==> src/design/olst_pkg.sv <==
// Package for the ordered list store: word types, codes and the command and
// status structs that join the controller to the datapath.
// No dependencies.
`default_nettype none

package olst_pkg;

  localparam int DATA_W  = 32;
  localparam int FIELD_W = 5;

  typedef enum logic [1:0] {
    CMD_INSERT = 2'd0,
    CMD_DELETE = 2'd1,
    CMD_SEARCH = 2'd2
  } cmd_t;

  typedef enum logic [1:0] {
    ST_OK        = 2'd0,
    ST_NOT_FOUND = 2'd1,
    ST_EMPTY     = 2'd2,
    ST_FULL      = 2'd3
  } status_t;

  typedef struct packed {
    cmd_t               command;
    logic signed [31:0] item_value;
  } in_word_t;

  typedef struct packed {
    status_t              status;
    logic [FIELD_W-1:0]   position;
    logic [FIELD_W-1:0]   entry_count;
  } out_word_t;

  typedef enum logic [2:0] {
    S_IDLE   = 3'd0,
    S_DECODE = 3'd1,
    S_SCAN   = 3'd2,
    S_SHIFT  = 3'd3,
    S_RESULT = 3'd4
  } state_t;

  typedef enum logic [1:0] {
    RD_FIRST = 2'd0,
    RD_IDX1  = 2'd1,
    RD_IDX2  = 2'd2
  } rd_src_t;

  typedef enum logic {
    WR_TAIL  = 1'b0,
    WR_SHIFT = 1'b1
  } wr_src_t;

  typedef struct packed {
    logic    take_in;
    logic    ram_rd;
    rd_src_t rd_src;
    logic    ram_wr;
    wr_src_t wr_src;
    logic    idx_clr;
    logic    idx_inc;
    logic    cnt_inc;
    logic    cnt_dec;
    logic    res_set;
    status_t res_status;
    logic    res_found;
    logic    out_load;
  } dp_cmd_t;

  typedef struct packed {
    cmd_t command;
    logic full;
    logic empty;
    logic match;
    logic scan_last;
    logic shift_last;
    logic out_free;
  } dp_sts_t;

endpackage

`default_nettype wire

==> src/design/olst_ram.sv <==
// Generic single-write, single-read RAM with a registered read port.
// No dependencies.
`default_nettype none

module olst_ram #(
  parameter int WIDTH = 32,
  parameter int DEPTH = 16
) (
  input  wire logic                                    clk,
  input  wire logic                                    wr_en,
  input  wire logic [((DEPTH > 1) ? $clog2(DEPTH) : 1)-1:0] wr_addr,
  input  wire logic [WIDTH-1:0]                        wr_data,
  input  wire logic                                    rd_en,
  input  wire logic [((DEPTH > 1) ? $clog2(DEPTH) : 1)-1:0] rd_addr,
  output logic      [WIDTH-1:0]                        rd_data
);

  logic [WIDTH-1:0] mem [DEPTH];

  always_ff @(posedge clk) begin
    if (wr_en) begin
      mem[wr_addr] <= wr_data;
    end
    if (rd_en) begin
      rd_data <= mem[rd_addr];
    end
  end

endmodule

`default_nettype wire

==> src/design/olst_ctrl.sv <==
// Controller state machine of the ordered list store: sequences decode,
// scan, shift and result hand-off. Depends on olst_pkg.
`default_nettype none

module olst_ctrl (
  input  wire logic              clk,
  input  wire logic              rst_n,
  input  wire logic              in_valid,
  output logic                   in_ready,
  input  wire olst_pkg::dp_sts_t sts,
  output olst_pkg::dp_cmd_t      cmd
);

  import olst_pkg::*;

  state_t state_r;
  state_t state_nxt;

  always_ff @(posedge clk) begin
    if (!rst_n) begin
      state_r <= S_IDLE;
    end else begin
      state_r <= state_nxt;
    end
  end

  always_comb begin
    state_nxt      = state_r;
    cmd            = '0;
    cmd.rd_src     = RD_FIRST;
    cmd.wr_src     = WR_TAIL;
    cmd.res_status = ST_OK;
    in_ready       = 1'b0;
    unique case (state_r)
      S_IDLE: begin
        in_ready = 1'b1;
        if (in_valid) begin
          cmd.take_in = 1'b1;
          state_nxt   = S_DECODE;
        end
      end
      S_DECODE: begin
        unique case (sts.command)
          CMD_INSERT: begin
            cmd.res_set = 1'b1;
            state_nxt   = S_RESULT;
            if (sts.full) begin
              cmd.res_status = ST_FULL;
            end else begin
              cmd.ram_wr  = 1'b1;
              cmd.wr_src  = WR_TAIL;
              cmd.cnt_inc = 1'b1;
            end
          end
          CMD_DELETE, CMD_SEARCH: begin
            if (sts.empty) begin
              cmd.res_set    = 1'b1;
              cmd.res_status = ST_EMPTY;
              state_nxt      = S_RESULT;
            end else begin
              cmd.ram_rd  = 1'b1;
              cmd.rd_src  = RD_FIRST;
              cmd.idx_clr = 1'b1;
              state_nxt   = S_SCAN;
            end
          end
          default: begin
            cmd.res_set    = 1'b1;
            cmd.res_status = ST_NOT_FOUND;
            state_nxt      = S_RESULT;
          end
        endcase
      end
      S_SCAN: begin
        priority if (sts.match) begin
          cmd.res_set    = 1'b1;
          cmd.res_status = ST_OK;
          cmd.res_found  = 1'b1;
          if (sts.command == CMD_SEARCH) begin
            state_nxt = S_RESULT;
          end else if (sts.scan_last) begin
            cmd.cnt_dec = 1'b1;
            state_nxt   = S_RESULT;
          end else begin
            cmd.ram_rd = 1'b1;
            cmd.rd_src = RD_IDX1;
            state_nxt  = S_SHIFT;
          end
        end else if (sts.scan_last) begin
          cmd.res_set    = 1'b1;
          cmd.res_status = ST_NOT_FOUND;
          state_nxt      = S_RESULT;
        end else begin
          cmd.ram_rd  = 1'b1;
          cmd.rd_src  = RD_IDX1;
          cmd.idx_inc = 1'b1;
        end
      end
      S_SHIFT: begin
        cmd.ram_wr = 1'b1;
        cmd.wr_src = WR_SHIFT;
        if (sts.shift_last) begin
          cmd.cnt_dec = 1'b1;
          state_nxt   = S_RESULT;
        end else begin
          cmd.ram_rd  = 1'b1;
          cmd.rd_src  = RD_IDX2;
          cmd.idx_inc = 1'b1;
        end
      end
      S_RESULT: begin
        if (sts.out_free) begin
          cmd.out_load = 1'b1;
          state_nxt    = S_IDLE;
        end
      end
      default: begin
        state_nxt = S_IDLE;
      end
    endcase
  end

endmodule

`default_nettype wire

==> src/design/olst_dp.sv <==
// Datapath of the ordered list store: entry memory, count, scan index,
// result and output registers. Depends on olst_pkg and olst_ram.
`default_nettype none

module olst_dp #(
  parameter int MAX_ENTRIES = 16
) (
  input  wire logic               clk,
  input  wire logic               rst_n,
  input  wire olst_pkg::in_word_t in_data,
  output olst_pkg::out_word_t     out_data,
  output logic                    out_valid,
  input  wire logic               out_ready,
  input  wire olst_pkg::dp_cmd_t  cmd,
  output olst_pkg::dp_sts_t       sts
);

  import olst_pkg::*;

  localparam int CW = $clog2(MAX_ENTRIES + 1);
  localparam int IW = (MAX_ENTRIES > 1) ? $clog2(MAX_ENTRIES) : 1;
  localparam int SW = CW + 1;

  cmd_t               cmd_r;
  logic [DATA_W-1:0]  val_r;
  logic [IW-1:0]      idx_r;
  logic [IW-1:0]      idx_nxt;
  logic [CW-1:0]      cnt_r;
  logic [CW-1:0]      cnt_nxt;
  status_t            res_status_r;
  logic [FIELD_W-1:0] res_pos_r;
  out_word_t          out_r;
  logic               out_valid_r;
  logic               out_valid_nxt;

  logic [SW-1:0]      idx_ext;
  logic [SW-1:0]      idx_p1;
  logic [SW-1:0]      idx_p2;
  logic [SW-1:0]      cnt_ext;
  logic [IW-1:0]      rd_addr;
  logic [IW-1:0]      wr_addr;
  logic [DATA_W-1:0]  wr_data;
  logic [DATA_W-1:0]  rd_data;

  assign idx_ext = SW'(idx_r);
  assign idx_p1  = idx_ext + SW'(1);
  assign idx_p2  = idx_ext + SW'(2);
  assign cnt_ext = SW'(cnt_r);

  always_comb begin
    unique case (cmd.rd_src)
      RD_FIRST: rd_addr = '0;
      RD_IDX1:  rd_addr = IW'(idx_p1);
      RD_IDX2:  rd_addr = IW'(idx_p2);
      default:  rd_addr = '0;
    endcase
  end

  always_comb begin
    unique case (cmd.wr_src)
      WR_TAIL: begin
        wr_addr = IW'(cnt_r);
        wr_data = val_r;
      end
      WR_SHIFT: begin
        wr_addr = idx_r;
        wr_data = rd_data;
      end
      default: begin
        wr_addr = IW'(cnt_r);
        wr_data = val_r;
      end
    endcase
  end

  olst_ram #(
    .WIDTH(DATA_W),
    .DEPTH(MAX_ENTRIES)
  ) u_ram (
    .clk    (clk),
    .wr_en  (cmd.ram_wr),
    .wr_addr(wr_addr),
    .wr_data(wr_data),
    .rd_en  (cmd.ram_rd),
    .rd_addr(rd_addr),
    .rd_data(rd_data)
  );

  always_comb begin
    idx_nxt = idx_r;
    if (cmd.idx_clr) begin
      idx_nxt = '0;
    end else if (cmd.idx_inc) begin
      idx_nxt = IW'(idx_p1);
    end
  end

  always_comb begin
    cnt_nxt = cnt_r;
    if (cmd.cnt_inc) begin
      cnt_nxt = CW'(cnt_ext + SW'(1));
    end else if (cmd.cnt_dec) begin
      cnt_nxt = CW'(cnt_ext - SW'(1));
    end
  end

  always_comb begin
    out_valid_nxt = out_valid_r;
    if (cmd.out_load) begin
      out_valid_nxt = 1'b1;
    end else if (out_ready) begin
      out_valid_nxt = 1'b0;
    end
  end

  always_ff @(posedge clk) begin
    if (!rst_n) begin
      idx_r       <= '0;
      cnt_r       <= '0;
      out_valid_r <= 1'b0;
    end else begin
      idx_r       <= idx_nxt;
      cnt_r       <= cnt_nxt;
      out_valid_r <= out_valid_nxt;
    end
  end

  always_ff @(posedge clk) begin
    if (cmd.take_in) begin
      cmd_r <= in_data.command;
      val_r <= in_data.item_value;
    end
    if (cmd.res_set) begin
      res_status_r <= cmd.res_status;
      res_pos_r    <= cmd.res_found ? FIELD_W'(idx_p1) : '0;
    end
    if (cmd.out_load) begin
      out_r.status      <= res_status_r;
      out_r.position    <= res_pos_r;
      out_r.entry_count <= FIELD_W'(cnt_r);
    end
  end

  assign out_data  = out_r;
  assign out_valid = out_valid_r;

  assign sts.command    = cmd_r;
  assign sts.full       = (cnt_ext == SW'(MAX_ENTRIES));
  assign sts.empty      = (cnt_r == '0);
  assign sts.match      = (rd_data == val_r);
  assign sts.scan_last  = (idx_p1 == cnt_ext);
  assign sts.shift_last = (idx_p2 == cnt_ext);
  assign sts.out_free   = !out_valid_r || out_ready;

  a_cnt_range: assert property (@(posedge clk) disable iff (!rst_n)
    cnt_ext <= SW'(MAX_ENTRIES))
    else $error("Entry count is above the list capacity.");

  a_no_insert_full: assert property (@(posedge clk) disable iff (!rst_n)
    cmd.cnt_inc |-> !sts.full)
    else $error("Count grows while the list is full.");

  a_shift_in_range: assert property (@(posedge clk) disable iff (!rst_n)
    (cmd.ram_wr && cmd.wr_src == WR_SHIFT) |-> (idx_p1 < cnt_ext))
    else $error("Shift write goes beyond the last stored entry.");

  a_load_free: assert property (@(posedge clk) disable iff (!rst_n)
    (out_valid_r && !out_ready) |=> (out_r == $past(out_r)))
    else $error("Pending result word was overwritten.");

endmodule

`default_nettype wire

==> src/design/ordered_list_store.sv <==
// Ordered list store: bounded list of signed 32-bit values in insertion order.
// Top level joining olst_ctrl and olst_dp. Depends on olst_pkg.
//
// Usage: each input word carries a command (insert at tail, delete first
// match, search first match) and a value; exactly one result word comes back
// with a status, the 1-based match position and the entry count afterward.
// Both channels use valid and ready; a word moves when both are high.
// The scan reads one entry per cycle and the gap is closed one entry per
// cycle through the single read and single write port of the entry memory.
// One word is in work at a time; the next input is taken in the cycle after
// the result is placed in the output register. Reset clears the count and
// the output valid flag; entry contents need no clearing. When the receiver
// stalls, the result stays in the output register and the block holds in
// its result state until it can hand over.
`default_nettype none

module ordered_list_store #(
  parameter int MAX_ENTRIES = 16
) (
  input  wire logic                 clk,
  input  wire logic                 rst_n,
  input  wire logic                 in_valid,
  output logic                      in_ready,
  input  wire olst_pkg::in_word_t   in_data,
  output logic                      out_valid,
  input  wire logic                 out_ready,
  output olst_pkg::out_word_t       out_data
);

  import olst_pkg::*;

  dp_cmd_t dp_cmd;
  dp_sts_t dp_sts;

  olst_ctrl u_ctrl (
    .clk     (clk),
    .rst_n   (rst_n),
    .in_valid(in_valid),
    .in_ready(in_ready),
    .sts     (dp_sts),
    .cmd     (dp_cmd)
  );

  olst_dp #(
    .MAX_ENTRIES(MAX_ENTRIES)
  ) u_dp (
    .clk      (clk),
    .rst_n    (rst_n),
    .in_data  (in_data),
    .out_data (out_data),
    .out_valid(out_valid),
    .out_ready(out_ready),
    .cmd      (dp_cmd),
    .sts      (dp_sts)
  );

endmodule

`default_nettype wire
==> config.mk <==
export PLATFORM = sky130hd
export DESIGN_NAME = ordered_list_store
export DESIGN_NICKNAME = d
export VERILOG_FILES = /design/src/design/olst_pkg.sv /design/src/design/olst_ram.sv /design/src/design/olst_ctrl.sv /design/src/design/olst_dp.sv /design/src/design/ordered_list_store.sv
export SDC_FILE = /design/constraint.sdc
export NUM_CORES = 1
export LEC_CHECK = 0
export ABC_AREA = 0
export ABC_CLOCK_PERIOD_IN_PS = 8000
export BUFFER_PORTS_ARGS = -buffer_cell sky130_fd_sc_hd__buf_2
export CAP_MARGIN = 20
export CORE_MARGIN = 5
export CORE_UTILIZATION = 30
export CTS_BUF_LIST = sky130_fd_sc_hd__clkbuf_8
export CTS_CLUSTER_DIAMETER = 80
export CTS_CLUSTER_SIZE = 24
export DETAILED_ROUTE_END_ITERATION = 10
export HOLD_SLACK_MARGIN = 0.1
export PLACE_DENSITY = 0.54
export SLEW_MARGIN = 20
export SYNTH_ARGS = -nofsm -noshare
export SYNTH_HDL_FRONTEND = slang
export SYNTH_SLANG_ARGS = --single-unit
==> constraint.sdc <==
create_clock -name clk -period 8 [get_ports clk]
set_clock_uncertainty 0.05 [all_clocks]
set_input_delay 0 -clock clk [delete_from_list [all_inputs] [get_ports clk]]
set_output_delay 0 -clock clk [all_outputs]
set_load 0.03 [all_outputs]
# [Word level (Yosys, flattened, before mapping)]
# Memory sizes are Yosys's and may differ from the RTL's. A register that Yosys moved wholly into a read port is not among the register bits.
# Index checks and enable logic that the tools add are counted.
[op_classes] addsub=4 n_reduce_logical=10 n_bitwise=2 muxes=57 n_eq_ne=16
[op_table] operator="$pmux 32 s2" n=1
[op_table] operator="$mux 3" n=18
[op_table] operator="$eq 32x32->1" n=1
[op_table] operator="$mux 1" n=24
[op_table] operator="$pmux 4 s2" n=2
[op_table] operator="$pmux 3 s5" n=1
[op_table] operator="$eq 6x5->1" n=2
[op_table] operator="$pmux 3 s2" n=2
[op_table] operator="$mux 5" n=2
[op_table] operator="$pmux 3 s3" n=1
[op_table] operator="$eq 3x2->1 const B" n=2
[op_table] operator="$mux 2" n=3
[op_table] operator="$ne 2x2->1 const B" n=3
[op_table] operator="$add 4x1->5 const B" n=1
[op_table] operator="$add 4x2->5 const B" n=1
[op_table] operator="$add 5x1->5 const B" n=1
[op_table] operator="$eq 5x5->1 const B" n=1
[op_table] operator="$logic_not 5->1" n=1
[op_table] operator="$sub 5x1->5 const B" n=1
[op_table] operator="$eq 2x1->1 const B" n=2
[op_table] operator="$eq 2x2->1 const B" n=2
[op_table] operator="$pmux 1 s2" n=2
[op_table] operator="$pmux 2 s2" n=1
[op_table] operator="$reduce_and 4->1" n=1
[op_table] operator="10 further kinds" n=13
[word_totals] inputBits=38 memories=1 ff_bits=66 ram_bits=512 word_cells=101
[mem_list] name="u_dp.u_ram.mem" words=16 word_bits=32 read_ports=1 rd_clocked_by_memory_dff=1 wr=1 line="olst_ram.sv:18" text="logic [WIDTH-1:0] mem [DEPTH];"

# [Depth between registers and ports, before layout]
# Gate-level depths: netlist of the first run.
[depth] ltp_word=8 mapped_depth=16

# [Modules after synthesis]
# Synthesis of the first run repeated with hierarchy kept, for this count alone.
[hier_totals] hier_cells=1146 area_unflattened_um2=23867.9
[by_module_without_submodules] mod="olst_ram" cells_per_inst=838 area_per_inst_um2=20155.6 instances=1 seq_area_each_um2=16335.7
[by_module_without_submodules] mod="olst_dp" cells_per_inst=248 area_per_inst_um2=3245.6 instances=1 seq_area_each_um2=1791.7
[by_module_without_submodules] mod="olst_ctrl" cells_per_inst=60 area_per_inst_um2=466.7 instances=1 seq_area_each_um2=60.1

# [Least setup slack after synthesis of the first run]
# No wires, ideal clock.
[synth_timing] path_kind="register to register" startpoint="reg u_dp.idx_r[1]" endpoint="reg u_dp.u_ram.rd_data[13] (read register of u_dp.u_ram.mem), data pin" path_slack_ns=3.931 setup_ns=0.274 arrival_ns=3.745 path_stages_with_launch=17 path_buffers=2 path_cell_list="dfxtp_1 ha_1 nand2_4 and3_4 a2111oi_4 o2111ai_4 nand3_1 inv_1 ha_1 and2b_1 a21oi_1 buf_2 buf_2 mux4_2 and2_1 a211oi_1 a31oi_1"
[synth_via] elab_chain_cells=8 word_cells_on_any_way=12
[synth_rtl] item="start: declaration" line="olst_dp.sv:26" text="logic [IW-1:0] idx_r;"
[synth_rtl] item="start signal: assignment" line="olst_dp.sv:122" text="idx_r <= idx_nxt;"
[synth_rtl] item="$add 4x1->5" line="olst_dp.sv:46" text="assign idx_p1 = idx_ext + SW'(1);"
[synth_rtl] item="$eq 6x5->1" line="olst_dp.sv:151" text="assign sts.scan_last = (idx_p1 == cnt_ext);"
[synth_rtl] item="$mux 3" line="olst_ctrl.sv:81, olst_ctrl.sv:89"
[synth_rtl] item="$mux 3" line="olst_ctrl.sv:79" text="if (sts.command == CMD_SEARCH) begin"
[synth_rtl] item="$mux 3" line="olst_ctrl.sv:75" text="priority if (sts.match) begin"
[synth_rtl] item="$pmux 3 s3" line="olst_ctrl.sv:34" text="unique case (state_r)"
[synth_rtl] item="$eq 2x2->1 or $eq 2x1->1 (tied branches)" line="olst_dp.sv:51" text="unique case (cmd.rd_src)"
[synth_rtl] item="$pmux 4 s2" line="olst_dp.sv:51"
[synth_rtl] item="end: declaration" line="olst_ram.sv:15" text="output logic [WIDTH-1:0] rd_data"
# Parallel ways exist; a longest one is shown, timed or not.
# A chain may end at the register's enable or synchronous reset.

# [Worst setup path in the final report of the first run]
[layout_timing] startpoint="reg u_dp.val_r[31]" endpoint="reg u_dp.u_ram.rd_data[16] (read register of u_dp.u_ram.mem), data pin"
[layout_via] elab_chain_cells=5 word_cells_on_any_way=6
[layout_rtl] item="start: declaration" line="olst_dp.sv:25" text="logic [DATA_W-1:0] val_r;"
[layout_rtl] item="start signal: assignment" line="olst_dp.sv:131" text="val_r <= in_data.item_value;"
[layout_rtl] item="$eq 32x32->1 (*)" line="olst_dp.sv:150" text="assign sts.match = (rd_data == val_r);"
[layout_rtl] item="$mux 3 (*)" line="olst_ctrl.sv:75"
[layout_rtl] item="$pmux 3 s3 (*)" line="olst_ctrl.sv:34"
[layout_rtl] item="$eq 2x2->1 or $eq 2x1->1 (tied branches)" line="olst_dp.sv:51"
[layout_rtl] item="$pmux 4 s2" line="olst_dp.sv:51"
# Every way passes the cells marked *; elsewhere a longest branch is shown, timed or not.

==> impl_results.md, run 1 <==
- CP Class: reg -> reg
- Crit Path Max Fanout: 93
- Largest net degree at the start of global routing: 129
- Layout fillers: 7703
- Tot GR Track Use: 0.133
- Clk slew on worst S/H paths: 140 ps
- H-tree levels: 1
- Startpoint types: register
- Violation count after the first detailed-routing iteration: about 1.2k
- Fin. Hold Viols: 0
- Maximum VDD drop: 0.158 mV
- Post-synth EDFFs: between 500 and 600
- Most frequent cells in the layout: edfxtp_1, nand2_1, mux4_2
- Crit path capture type: register
- Post-synth net total: roughly 1.3k
- Synth-to-layout area growth: 12.2%
- First-pass detailed-route iteration total: 5
- Post-CTS Setup Inserts: 0
- Synth cell types: between 50 and 60
- Gpl congestion: 0.759
- Crit-path max cell delay: roughly 770 ps
- Die X: between 200 and 300 um
- Critical-path top delay cell: nor4_2
- F_max: 189 MHz
- Vias: approximately 12k
- CTS Buffer Depth: 3
- CP cell instances: xnor2_1 > nand4_1 > nor4_2 > and2_1 > nand2_1 > nand3_1 > inv_1 > ha_1 > and2b_1 > a21oi_4 > buf_12 > mux4_2 > and2_1 > a211oi_1 > a31oi_1
- Detailed Place HPWL: between 20000 and 30000 um
- Worst-Skew Late Latency: about 730 ps
- CORE AREA: roughly 80000 um2
- Hold_ws: about 180 ps
- Grt total ovfl: 0
- Die Area: around 86000 um2
- HP Start: rst_n
- FF-to-FF setup slack: about 2700 ps
- IO Port Bufs: a little over 50
- Final Worst Setup Slack: 2700 ps
- CP arrival: about 5700 ps
- Root buf cell: clkbuf_8
- Hold Path Depth: 4
- Top_reg_cell synth: edfxtp_1
- HP Class: in -> reg
- Mapped Area: 24200 um2
- Chip height: roughly 290 um
- Seq/Total Area, Yosys: 0.753
- Critical Path Most Common Cell: and2_1
- Worst r2r path cells: 15
- Clk sinks: ~600
- Initial Utilization: 0.302
- Number of core rows: roughly 100
- Tmin final: between 5000 and 6000 ps
- # IOs: 52
- Synthesis Warnings: 0
- Syn avg cell area: ~19 um2
- Reg2Reg Capture Point: u_dp.u_ram.rd_data[16]
- Layout cells sized above 1: 0.196
- Final instance count without filler cells: 2477
- Commonest non-fill, non-tap cell in the layout: edfxtp_1
- Final WL: between 50000 and 60000 um
- Nets: around 1.5k
- Global-route wire length before repair: ~86000 um
- Worst-margin pin slew: between 1000 and 1500 ps
- Final routed DRC violation total: 0
- Max_cap viols: 0
- P_leak: between 0.008 and 0.009 uW
- Final Setup Violations: 0
- Setup TNS: 0 ps
- Final Max Tran Viols: 0
- Async set-reset flop share out of synthesis: 0
- CTS buffer count: 31
- Initial antenna violation count: 1
- Post-Synthesis Cells: 1289
- Seq cells post-synth: 610
- Slew headroom: 0.283
- Worst hold endpoint: u_dp.cnt_r[3]
- Unrepaired setup endpoints after global routing: false
- Antenna-violating nets left: 0
- CP required: 8350 ps
- Placed cells: roughly 2.4k
- Vias per std cell: about 5.0
- Vias in the first global route: roughly 13k
- Post-placement setup slack: between 2000 and 3000 ps
- PwrDens: 190 nW/um2
- CTS tree: built
- Period utilization: 0.663
- Status: complete, no violations
- RR Startpoint: u_dp.val_r[31]
- Routed WL per cell: around 24 um
-- flip-flops by register name, indices dropped and copies added, names as in the netlist --
register            cells
u_dp.idx_r              4
u_dp.u_ram.rd_data     32
u_dp.u_ram.mem        512
u_dp.cmd_r              2
u_dp.out_data          12
u_dp.out_valid          1
u_dp.res_status_r       2
u_dp.cnt_r              5
u_dp.val_r             32
u_ctrl.state_r          3
u_dp.res_pos_r          5
-- cells by family (layout without fill, tap and decap cells) --
logic type	after synthesis	after routing	share of synthesized area
AOI/OAI and AO/OA	115	115	0.0347
xor gates and xnor gates	44	44	0.0159
adders and majority gates	11	11	0.00601
buffers and inverters	78	204	0.0142
DFF	610	610	0.753
muxes	131	131	0.121
other	0	2	0
and+or+nand+nor	300	300	0.0560
-- synth_stat cells, types with 10 or more instances --
master	count	area share
a211oi_1	34	0.011
a21oi_1	11	0.0023
a31oi_1	38	0.0098
and2_1	34	0.0088
buf_2	14	0.0029
clkbuf_1	36	0.0056
dfxtp_1	13	0.011
edfxtp_1	597	0.74
ha_1	10	0.0052
inv_1	11	0.0017
mux4_2	128	0.12
nand2_1	175	0.027
nor2_1	39	0.0061
xnor2_1	40	0.014
-- routing by layer --
metal | wire (um) | track usage
met1 | 26700 | 0.198
met2 | 27500 | 0.215
met3 | 3210 | 0.0171
met4 | 911 | 0.0210
met5 | 0 | 0
-- metrics by stage --
stage | util | instance area, um2 | power [uW]
global route | 0.338 | 27100 | 5370
CTS | 0.338 | 27100 | 5220
global placement | 0.322 | 25800 | 3880
floorplan | - | 24200 | 3800
finish | 0.338 | 27100 | 5160
detailed placement | 0.323 | 25900 | 3890
-- worst max path at each step --
stage / startpoint / end / depth (start not counted) / slack, ps
finish: u_dp.val_r[31] / u_dp.u_ram.rd_data[16] / 15 / 2700
global route: u_dp.val_r[31] / u_dp.u_ram.rd_data[16] / 15 / 2350
CTS: u_dp.val_r[31] / u_dp.u_ram.rd_data[22] / 15 / 2550
detailed placement: u_dp.val_r[31] / u_dp.u_ram.rd_data[22] / 15 / 2620
global placement: u_dp.val_r[31] / u_dp.u_ram.rd_data[22] / 15 / 2320
floorplan: u_dp.idx_r[1] / u_dp.u_ram.rd_data[13] / 16 / 3930
-- repair_timing --
action,4_1_cts,5_1_grt
endpoints found under the setup margin,0,0
resized for setup,0,0
hold endpoints to repair,80,0
hold buffers,74,0
-- worst max-delay path, delay by kind of cell (launching register included) --
family | cells | cell delay (ps)
compound gates | 3 | 500
buf+inv | 2 | 590
mux | 1 | 580
xor+xnor | 1 | 440
fa+ha+maj | 1 | 240
flops | 1 | 440
simple gates | 7 | 1970
-- final cells by class --
type                    instances  area, um2  area share
inverters                      13       48.8     0.00180
clock inverters                 9       95.1     0.00351
flip-flops and latches        610      18200       0.671
repair buffers                151       1220      0.0448
well taps                    1060       1330      0.0489
clock buffers                  31        427      0.0157
diodes                          2       5.00    0.000185
multi-input cells             601       5820       0.214
-- power breakdown --
group | internal, uW | switching [uW] | leakage, uW
Sequential | 3560 | 25.0 | 0.00550
Clock | 376 | 946 | 0.000263
Combinational | 96.4 | 157 | 0.00261
Total | 4040 | 1130 | 0.00838
Power figures use the tool's default switching activity.
==> run 2: changes to the inputs <==
--- a/config.mk
+++ b/config.mk
@@ -6,7 +6,7 @@
 export NUM_CORES = 1
 export LEC_CHECK = 0
 export ABC_AREA = 0
-export ABC_CLOCK_PERIOD_IN_PS = 8000
+export ABC_CLOCK_PERIOD_IN_PS = 4800
 export BUFFER_PORTS_ARGS = -buffer_cell sky130_fd_sc_hd__buf_2
 export CAP_MARGIN = 20
 export CORE_MARGIN = 5
@@ -16,7 +16,7 @@
 export CTS_CLUSTER_SIZE = 24
 export DETAILED_ROUTE_END_ITERATION = 10
 export HOLD_SLACK_MARGIN = 0.1
-export PLACE_DENSITY = 0.54
+export PLACE_DENSITY = 0.56
 export SLEW_MARGIN = 20
 export SYNTH_ARGS = -nofsm -noshare
 export SYNTH_HDL_FRONTEND = slang
==> constraint.sdc (replaced) <==
create_clock -name clk -period 4.8 [get_ports clk]
set_clock_uncertainty 0.05 [all_clocks]
set_input_delay 0 -clock clk [delete_from_list [all_inputs] [get_ports clk]]
set_output_delay 0 -clock clk [all_outputs]
set_load 0.03 [all_outputs]
==> impl_results.md, run 2 (synthesis results as in run 1) <==
- Layout cells sized above 1: 0.245
- P_leak: slightly below 0.009 uW
- Status: complete, no violations
- Worst-margin pin slew: around 1100 ps
- Die Area: around 86000 um2
- Final Setup Violations: 0
- Crit path max-delay family: simple AND/OR/NAND/NOR gates
- Detailed Place HPWL: about 35000 um
- Die X: between 200 and 300 um
- Synth-to-layout area growth: 16.2%
- CTS tree: built
- CTS buffer count: 35
- Crit Path Max Fanout: 12
- Final Max Tran Viols: 0
- Hold_ws: between 200 and 250 ps
- CP required: 5160 ps
- Slew headroom: 0.287
- Chip height: ~290 um
- PwrDens: 315 nW/um2
- Violation count after the first detailed-routing iteration: roughly 1.2k
- Fin. Hold Viols: 0
- # IOs: 52
- Period utilization: 0.933
- CP cell instances: xnor2_1 > nand4_1 > nor4_1 > buf_4 > and2_1 > nand2_1 > nand3_1 > inv_1 > ha_1 > and2b_1 > a21oi_4 > buf_12 > buf_4 > mux4_2 > and2_1 > a211oi_1 > a31oi_1
- DP Area: about 27000 um2
- Vias in the first global route: 12.9k
- Initial antenna violation count: 1
- CORE AREA: 80200 um2
- Grt total ovfl: 0
- Largest net degree at the start of global routing: 43
- Biggest register: u_dp.u_ram.mem
- Startpoint types: register
- Biggest regs: u_dp.u_ram.mem x512, u_dp.u_ram.rd_data x32, u_dp.val_r x32
- Post-CTS Setup Inserts: 0
- Commonest non-fill, non-tap cell in the layout: edfxtp_1
- Maximum VDD drop: slightly below 0.2 mV
- Largest register FFs: 512
- Final WL: ~60000 um
- Final routed DRC violation total: 0
- CTS Buffer Depth: 3
- Clk slew on worst S/H paths: roughly 140 ps
- Max_cap viols: 0
- Setup TNS: 0 ps
- HP Class: in -> reg
- Worst-Skew Late Latency: approximately 680 ps
- Vias: about 13k
- Tot GR Track Use: 0.136
- H-tree levels: 2
- Nets: between 1.5k and 2k
- Antenna-violating nets left: 0
- Vias per std cell: slightly below 5
- Global-route wire length before repair: slightly below 90000 um
- IO Port Bufs: approximately 50
- Routed WL per cell: between 20 and 25 um
- FF-to-FF setup slack: 320 ps
- Design area: 28100 um2
- Root buf cell: clkbuf_8
- Clk sinks: between 600 and 700
- Tmin final: ~4500 ps
- Number of core rows: 104
- Final instance count without filler cells: between 2k and 3k
- CP Class: reg -> reg
- First-pass detailed-route iteration total: 5
- Gpl congestion: around 0.81
- Most frequent cells in the layout: edfxtp_1, nand2_1, mux4_2
- Crit-path max cell delay: ~510 ps
- Placed cells: about 2.4k
- Unrepaired setup endpoints after global routing: false
- Worst Path Buf+Inv: 4
- F_max: around 220 MHz
- Initial Utilization: 0.302
- Critical-path top delay cell: nor4_1
- CP arrival: ~4800 ps
- Crit path capture type: register
## run 2: changes by cell type in the layout (fill, tap and decap cells not counted), moves of 2 or more
| cell | previous run | this run |
|---|---|---|
| clkinv_8 | 2 | 0 |
| inv_1 | 11 | 16 |
| clkbuf_8 | 31 | 35 |
| inv_8 | 2 | 0 |
| inv_6 | 0 | 5 |
| inv_16 | 0 | 2 |
| clkinv_1 | 3 | 1 |
| buf_4 | 24 | 90 |
| buf_12 | 2 | 21 |
## run 2: routing by layer
layer	track usage	routed length [um]	vias up
met4	0.0255	790	0
met2	0.214	27700	370
met5	0	0	-
li1	-	-	5517
met3	0.0194	3260	56
met1	0.203	27800	6727
## run 2: path summary, 6_finish.rpt
check / startpoint / to / cells past startpoint
setup / recovery: u_dp.val_r[28] / u_dp.u_ram.rd_data[3] / 17
hold / removal: out_ready / u_dp.out_valid / 5
setup reg to reg: u_dp.val_r[28] / u_dp.u_ram.rd_data[3] / 17
hold reg to reg: u_dp.res_pos_r[4] / u_dp.out_data[9] / 0
## run 2: timing repair
action	4_1_cts	5_1_grt
hold buffers	73	0
endpoints found under the hold margin	60	0
resized for setup	0	0
## run 2: cell type report
cell class | instances | area (um2)
sequential | 610 | 18200
fill | 7598 | 52100
clock inverter | 15 | 144
tap | 1060 | 1330
timing repair buffer | 235 | 2080
inverter | 13 | 48.8
multi-input combinational | 601 | 5800
antenna | 1 | 2.50
clock buffer | 35 | 482
## run 2: tightest hold or removal path, cell delays in order
cell and delay, ps:
dlygate4sd3_1 520, buf_2 100, nor2b_1 60, a21oi_1 120, nor2_1 50
## run 2: report_power, final
part / total (uW) / switching [uW] / internal, uW
registers: 5980 / 43.9 / 5940
logic: 445 / 270 / 176
clock network: 2410 / 1670 / 742
## run 2: metrics by stage
step	utilization	setup slack [ps]	total power, uW
after floorplan	-	731	6330
after global placement	0.333	275	6490
after detailed placement	0.333	309	6510
after CTS	0.350	287	8930
after global routing	0.350	93.1	9150
final	0.350	320	8840
